==> src/rtl/core/fcc_pkg.sv <==
// Shared types and constants for the frustum cube cull core.
// No dependencies; imported by fcc_cell and frustum_cube_cull_core.
`default_nettype none

package fcc_pkg;

    // Plane register file
    localparam int REG_COUNT   = 6;
    localparam int CFG_INDEX_W = 3;
    localparam int PLANE_W     = 64;
    localparam int COEF_W      = 16;
    localparam int NORMAL_FRAC = 14;

    // Register indexes on the configuration port
    localparam logic [CFG_INDEX_W-1:0] IDX_PLANE_NEAR   = 3'd0;
    localparam logic [CFG_INDEX_W-1:0] IDX_PLANE_FAR    = 3'd1;
    localparam logic [CFG_INDEX_W-1:0] IDX_PLANE_LEFT   = 3'd2;
    localparam logic [CFG_INDEX_W-1:0] IDX_PLANE_RIGHT  = 3'd3;
    localparam logic [CFG_INDEX_W-1:0] IDX_PLANE_TOP    = 3'd4;
    localparam logic [CFG_INDEX_W-1:0] IDX_PLANE_BOTTOM = 3'd5;

    // Control that travels with each word along the chain
    typedef struct packed {
        logic valid;
        logic reject;
    } ctl_t;

endpackage

`default_nettype wire

==> src/rtl/core/fcc_cell.sv <==
// One cell of the culling chain: holds one plane and tests the passing cube.
// Depends on fcc_pkg.
`default_nettype none

module fcc_cell
    import fcc_pkg::*;
#(
    parameter int COORD_WIDTH = 16,
    parameter int CELL_IDX    = 0
) (
    input  wire logic                          aclk,
    input  wire logic                          aresetn,
    input  wire logic                          advance,
    input  wire logic                          cfg_we,
    input  wire logic [CFG_INDEX_W-1:0]        cfg_index,
    input  wire logic [PLANE_W-1:0]            cfg_data,
    input  wire ctl_t                          in_ctl,
    input  wire logic signed [COORD_WIDTH-1:0] in_cx,
    input  wire logic signed [COORD_WIDTH-1:0] in_cy,
    input  wire logic signed [COORD_WIDTH-1:0] in_cz,
    input  wire logic [COORD_WIDTH-2:0]        in_h,
    output ctl_t                               out_ctl,
    output logic signed [COORD_WIDTH-1:0]      out_cx,
    output logic signed [COORD_WIDTH-1:0]      out_cy,
    output logic signed [COORD_WIDTH-1:0]      out_cz,
    output logic [COORD_WIDTH-2:0]             out_h
);

    localparam int HALF_W = COORD_WIDTH - 1;
    localparam int PROD_W = COORD_WIDTH + COEF_W;
    localparam int SPAN_W = COEF_W + 2 + HALF_W;
    localparam int ACC_W  = COORD_WIDTH + 24;
    localparam logic [CFG_INDEX_W-1:0] MY_INDEX = CFG_INDEX_W'(CELL_IDX);
    localparam bit WRITABLE = (CELL_IDX < REG_COUNT);

    logic [PLANE_W-1:0] plane_reg;

    logic signed [COEF_W-1:0] a_s, b_s, c_s, d_s;
    logic signed [COEF_W:0]   a_ext, b_ext, c_ext;
    logic [COEF_W:0]          abs_a, abs_b, abs_c;
    logic [COEF_W+1:0]        span;

    logic signed [PROD_W-1:0] pa_next, pb_next, pc_next;
    logic [SPAN_W-1:0]        ps_next;
    logic signed [PROD_W-1:0] pa_reg, pb_reg, pc_reg;
    logic [SPAN_W-1:0]        ps_reg;
    logic signed [COEF_W-1:0] pd_reg;

    ctl_t                          ctl1_reg;
    logic signed [COORD_WIDTH-1:0] cx1_reg, cy1_reg, cz1_reg;
    logic [HALF_W-1:0]             h1_reg;

    ctl_t                          ctl2_reg, ctl2_next;
    logic signed [COORD_WIDTH-1:0] cx2_reg, cy2_reg, cz2_reg;
    logic [HALF_W-1:0]             h2_reg;

    logic signed [ACC_W-1:0] far_corner;

    // Plane register, written from the configuration port
    always_ff @(posedge aclk) begin
        if (!aresetn) begin
            plane_reg <= '0;
        end else if (WRITABLE && cfg_we && (cfg_index == MY_INDEX)) begin
            plane_reg <= cfg_data;
        end
    end

    // Unpack coefficients; |a|+|b|+|c| gives the corner furthest along the normal
    assign a_s   = plane_reg[15:0];
    assign b_s   = plane_reg[31:16];
    assign c_s   = plane_reg[47:32];
    assign d_s   = plane_reg[63:48];
    assign a_ext = {a_s[COEF_W-1], a_s};
    assign b_ext = {b_s[COEF_W-1], b_s};
    assign c_ext = {c_s[COEF_W-1], c_s};
    assign abs_a = a_ext[COEF_W] ? 17'(-a_ext) : 17'(a_ext);
    assign abs_b = b_ext[COEF_W] ? 17'(-b_ext) : 17'(b_ext);
    assign abs_c = c_ext[COEF_W] ? 17'(-c_ext) : 17'(c_ext);
    assign span  = {1'b0, abs_a} + {1'b0, abs_b} + {1'b0, abs_c};

    // Stage 1 products
    assign pa_next = a_s * in_cx;
    assign pb_next = b_s * in_cy;
    assign pc_next = c_s * in_cz;
    assign ps_next = span * in_h;

    // Stage 2: plane distance of the furthest corner, scaled by 2^14
    assign far_corner = ACC_W'(pa_reg) + ACC_W'(pb_reg) + ACC_W'(pc_reg)
                      + ACC_W'(ps_reg) + (ACC_W'(pd_reg) <<< NORMAL_FRAC);

    always_comb begin
        ctl2_next.valid  = ctl1_reg.valid;
        ctl2_next.reject = ctl1_reg.reject | far_corner[ACC_W-1];
    end

    // Control of both stages
    always_ff @(posedge aclk) begin
        if (!aresetn) begin
            ctl1_reg <= '0;
            ctl2_reg <= '0;
        end else if (advance) begin
            ctl1_reg <= in_ctl;
            ctl2_reg <= ctl2_next;
        end
    end

    // Payload of both stages
    always_ff @(posedge aclk) begin
        if (advance) begin
            pa_reg  <= pa_next;
            pb_reg  <= pb_next;
            pc_reg  <= pc_next;
            ps_reg  <= ps_next;
            pd_reg  <= d_s;
            cx1_reg <= in_cx;
            cy1_reg <= in_cy;
            cz1_reg <= in_cz;
            h1_reg  <= in_h;
            cx2_reg <= cx1_reg;
            cy2_reg <= cy1_reg;
            cz2_reg <= cz1_reg;
            h2_reg  <= h1_reg;
        end
    end

    assign out_ctl = ctl2_reg;
    assign out_cx  = cx2_reg;
    assign out_cy  = cy2_reg;
    assign out_cz  = cz2_reg;
    assign out_h   = h2_reg;

endmodule

`default_nettype wire

==> config.mk <==
export PLATFORM = sky130hd
export DESIGN_NAME = fcc_cell
export DESIGN_NICKNAME = d
export VERILOG_FILES = /design/src/rtl/core/fcc_pkg.sv /design/src/rtl/core/fcc_cell.sv
export SDC_FILE = /design/constraint.sdc
export NUM_CORES = 2
export LEC_CHECK = 0
export BUFFER_PORTS_ARGS = -buffer_cell sky130_fd_sc_hd__buf_2
export CAP_MARGIN = 10
export CORE_MARGIN = 1
export CORE_UTILIZATION = 53
export CTS_CLUSTER_DIAMETER = 120
export DETAILED_ROUTE_END_ITERATION = 8
export PLACE_DENSITY_LB_ADDON = 0.1
export SKIP_CTS_REPAIR_TIMING = 1
export SLEW_MARGIN = 20
export SYNTH_ARGS = -nofsm -noshare
export SYNTH_HDL_FRONTEND = slang
export SYNTH_SLANG_ARGS = --single-unit
==> constraint.sdc <==
create_clock -name aclk -period 27.8 [get_ports aclk]
set_input_delay 1.39 -clock aclk [delete_from_list [all_inputs] [get_ports aclk]]
set_output_delay 1.39 -clock aclk [all_outputs]
set_load 0.05 [all_outputs]
## Word level (Yosys, flattened, before mapping)

Cells that the tools add are included.

| word-level totals | value |
|---|---|
| flip-flop bits (word level) | 339 |
| input port bits | 136 |
| logic and storage cells | 37 |

| operators by class | value |
|---|---|
| add/subtract/negate cells | 9 |
| multiply operators | 4 |
| mux-type cells | 3 |
| bitwise gates (word level) | 1 |
| reduce and logical (&&, ||, !) cells | 2 |

Operator list:

| operator | count |
|---|---|
| multiplier 16 x 16 -> 32 bit | 3 |
| 2-to-1 mux 17 bit | 3 |
| negator 16 -> 17 bit | 3 |
| adder 35 x 30 -> 36 bit | 1 |
| adder 34 x 34 -> 35 bit | 1 |
| adder 33 x 32 -> 34 bit | 1 |
| adder 32 x 32 -> 33 bit | 1 |
| multiplier 18 x 15 -> 33 bit | 1 |
| adder 17 x 17 -> 18 bit | 1 |
| adder 18 x 17 -> 18 bit | 1 |
| zero test 3 bit | 1 |
| logical AND 1 bit | 1 |
| OR 1 bit | 1 |

## Longest topological paths before layout

| logic depth | value |
|---|---|
| depth in word-level cells | 5 |
| mapped depth | 41 |

## Worst setup path after synthesis

No wires, ideal clock.

| timing path | value |
|---|---|
| path kind | reg-to-reg |
| from | register plane_reg[17] |
| to | register ps_reg[32], data pin |
| data arrival time | 8.932 ns |
| data required time | 27.540 ns |
| slack | 18.608 ns |
| stages on the path, launching flop included | 37 |
| path buffers | 2 |
| clock period less this slack | 9.192 ns |
| cell sequence | dfxtp_1 clkbuf_1 clkbuf_1 inv_1 ha_1 nand2_1 or3_1 or3_1 o41ai_1 xor2_1 fa_1 inv_1 ha_1 or3_1 a211o_1 a211o_1 nand3_1 nor2b_1 fa_1 inv_1 fa_1 inv_1 fa_1 inv_1 fa_1 fa_1 fa_1 inv_1 ha_1 a21o_1 a21o_1 a221oi_1 o31a_1 nand3_1 a211o_1 a21oi_1 xnor2_1 |

| on the way | value |
|---|---|
| word-level cells in the longest chain between the ends | 5 |

RTL lines:

| element | RTL line | RTL |
|---|---|---|
| start, declared | fcc_cell.sv:36 | `logic [PLANE_W-1:0] plane_reg;` |
| start signal, assigned | fcc_cell.sv:64 | `plane_reg <= cfg_data;` |
| negator 16 -> 17 bit | fcc_cell.sv:77 | `assign abs_b = b_ext[COEF_W] ? 17'(-b_ext) : 17'(b_ext);` |
| 2-to-1 mux 17 bit * | fcc_cell.sv:77 |  |
| adder 17 x 17 -> 18 bit * | fcc_cell.sv:79 | `assign span = {1'b0, abs_a} + {1'b0, abs_b} + {1'b0, abs_c};` |
| adder 18 x 17 -> 18 bit * | fcc_cell.sv:79 |  |
| multiplier 18 x 15 -> 33 bit * | fcc_cell.sv:85 | `assign ps_next = span * in_h;` |
| net ps_next[32] | fcc_cell.sv:44 | `logic [SPAN_W-1:0] ps_next;` |
| end signal, assigned | fcc_cell.sv:113 | `ps_reg <= ps_next;` |
| end, declared | fcc_cell.sv:46 | `logic [SPAN_W-1:0] ps_reg;` |

Mark *: on every way through the listed nets, which the timed path passes. The rest lies on a longest branch.
A chain may end at the register's enable or synchronous reset.

## Worst setup path in the final report

| timing path | value |
|---|---|
| from | register plane_reg[36] |
| to | register ps_reg[32], data pin |

| on the way | value |
|---|---|
| word-level cells in the longest chain between the ends | 4 |

RTL lines:

| element | RTL line | RTL |
|---|---|---|
| negator 16 -> 17 bit | fcc_cell.sv:78 | `assign abs_c = c_ext[COEF_W] ? 17'(-c_ext) : 17'(c_ext);` |
| 2-to-1 mux 17 bit * | fcc_cell.sv:78 |  |
| adder 18 x 17 -> 18 bit * | fcc_cell.sv:79 |  |
| multiplier 18 x 15 -> 33 bit * | fcc_cell.sv:85 |  |
| net ps_next[32] | fcc_cell.sv:44 |  |

Marked as above.

==> impl_metrics.py <==
metrics = {
    "run_status": {
        "status": "complete, no violations",
    },
    "detailed_routing": {
        "dr.pass1.iters": 5,
        "routed_wl_um": 139000,
        "wire_per_inst_um": 20.3,
        "ant_nets": 0,
        "vias": 36608,
        "viasPerCell": 5.36,
        "drt_iter0_drc": 2111,
        "drc": 0,
    },
    "setup_path": {
        "end_kind": "register",
        "critPathTopFamily": "adder cells",
        "start_kind": "register",
        "worstSetupPathType": "reg -> reg",
        "cp.arrival_ns": 10.41,
        "slowest_delay_ns": 0.62,
        "cp.required_ns": 28.17,
        "crit_path_frequent_cell": "fa_1",
        "critical_path.max_fanout": 20,
        "rr_worst_depth": 34,
        "cp_slowest_cell": "dfxtp_1",
        "cp.buffers_inverters": 6,
        "worstSetupStartpoint": "plane_reg[36]",
        "reg2reg_from": "plane_reg[36]",
        "critical_path_depth": 34,
    },
    "synthesis": {
        "yosysMostFrequentCell": "inv_1",
        "syn_inst": 5346,
        "synthArstFlopShare": 0,
        "synth_common_cells": "inv_1 (1131), fa_1 (1094), nand2_1 (747)",
        "yosysTopAreaCell": "fa_1",
        "synth_flop_cell": "edfxtp_1",
        "syn_avg_cell_area_um2": 10.1,
        "synth.cell_area_um2": 53700,
        "yosys_warnings": 0,
        "synth-seq-area-share": 0.177,
        "synth_edf_count": 271,
        "synth_area_leaders": "fa_1 (41%), edfxtp_1 (15%), ha_1 (9.5%)",
        "ys_types": 79,
        "synth_top_area_share": 0.408,
        "yosys_register_bits": 339,
    },
    "timing": {
        "fmax_mhz": 99.6,
        "hold_viol_final": 0,
        "fin_skew_ns": 0.0281,
        "worst_slew_pin_slew_ns": 1.23,
        "report.final.slew_viol_count": 0,
        "slew_headroom": 0.178,
        "whs_ns": 0.413,
        "setup_violations": 0,
        "fin_crit_ns": 10.04,
        "fin_tns_setup_ns": 0,
        "period_share": 0.361,
        "rsz0062_at_grt": "false",
    },
    "finish": {
        "fill_cells": 8795,
        "syn2layout_area_growth_pct": 7.54,
        "largest_register_ffs": 64,
        "utilization": 0.576,
        "drive_above_1_share": 0.0678,
        "nets": 7076,
        "final_cell_count_no_fill": 6835,
    },
    "min_path": {
        "min_path_cells": 0,
        "worstHoldStart": "cx1_reg[4]",
        "min_path_type": "reg -> reg",
    },
    "flow_run": {
        "maxCapViolCount": 0,
    },
    "floorplanning": {
        "dieWidth_um": 320,
        "die_y_um": 320,
        "io_pins": 201,
        "core_area_um2": 100000,
        "start_util": 0.536,
        "rows": 116,
        "dieArea_um2": 103000,
    },
    "clocking": {
        "cts.htree.levels": 2,
        "cts.sinks": 339,
        "clkTransAtPathRegs_ns": 0.06,
        "cts_tree": "yes",
        "cts_made_buffers": 46,
        "cts-root-buf": "clkbuf_16",
        "clk_latency_ns": 0.64,
        "clockBufferDepth": 3,
    },
    "grt": {
        "grt.overflow.total": 0,
        "grtUsageTotal": 0.285,
        "grt_max_degree": 97,
        "grt_pass1_wl_um": 223000,
        "antenna_found_initial": 6,
        "grt_pass1_vias": 39254,
    },
    "power_and_ir_drop": {
        "p_per_area_nw_per_um2": 50.5,
        "ir_drop_mv": 0.0792,
        "power.leakage_nw": 26.5,
    },
    "placed_design": {
        "gp_congestion": 0.912,
        "dp_hpwl_um": 108000,
        "place_inst": 6747,
        "portBuffers": 200,
    },
}
-- metal layers --
| layer | global-route usage | wire length, µm | vias to the layer above |
|---|---|---|---|
| met4 | 0.0841 | 4400 | 2 |
| li1 | - | - | 16519 |
| met3 | 0.0412 | 8940 | 193 |
| met2 | 0.458 | 64500 | 1017 |
| met1 | 0.404 | 60900 | 18877 |
| met5 | 0 | 10 | - |
-- layout make-up --
cell class              count  area [µm²]  share of cell area
repair buffers            257        1440              0.0250
clock buffers              53        1220              0.0211
diodes                      3        7.51            0.000130
clock inverters            32         417             0.00721
flip-flops and latches    339        9500               0.164
multi-input cells        3662       39300               0.679
inverters                1132        4250              0.0735
well taps                1357        1700              0.0294
-- worst register-to-register path: cells and delay by family, from the launching register on --
family / cells / cell delay, ns
and+or+nand+nor: 8 / 2.18
AOI/OAI and AO/OA: 9 / 2.21
DFF: 1 / 0.62
adders and majority gates: 9 / 4.22
xor gates and xnor gates: 2 / 0.22
buffers and inverters: 6 / 0.35
-- cells in the final DEF, fill, tap and decap left out, types with 40 or more instances in the layout --
cell / instances
xnor2_1: 101
nand2_1: 747
buf_4: 56
nand3_1: 40
nor2_1: 67
xor2_1: 64
inv_1: 1131
ha_1: 408
fa_1: 1094
o21ai_0: 61
edfxtp_1: 271
a21oi_1: 100
nand2b_1: 63
dfxtp_1: 68
a21boi_0: 64
a21o_1: 51
buf_2: 199
clkbuf_16: 47
and2_1: 440
-- metrics by stage --
| step | cell area (µm²) | worst slack (ns) | power [mW] |
|---|---|---|---|
| floorplan | 53700 | 18.61 | 1.80 |
| global placement | 56100 | 17.89 | 2.24 |
| detailed placement | 56100 | 17.71 | 2.26 |
| CTS | 57800 | 17.70 | 2.94 |
| global route | 57800 | 17.00 | 3.17 |
| finish | 57800 | 17.76 | 2.92 |
-- logic make-up after synthesis --
group	synth area share
AOI/OAI and AO/OA	0.0569
and+or+nand+nor	0.139
xor gates and xnor gates	0.0285
adders and majority gates	0.503
other	0.0000698
buffers and inverters	0.0945
muxes	0.00207
DFF	0.177
-- report_power, final --
group          total (mW)  switching, mW  internal [mW]
logic                1.55          0.918          0.635
registers           0.712         0.0627          0.649
clock network       0.653          0.268          0.385
total                2.92           1.25           1.67
-- worst paths after layout --
check	to	slack [ns]
setup / recovery	ps_reg[32]	17.76
hold / removal	out_cx[4]	0.41
setup reg to reg	ps_reg[32]	17.76
hold reg to reg	out_cx[4]	0.41
No activity file was read; power rests on OpenSTA's default activity.
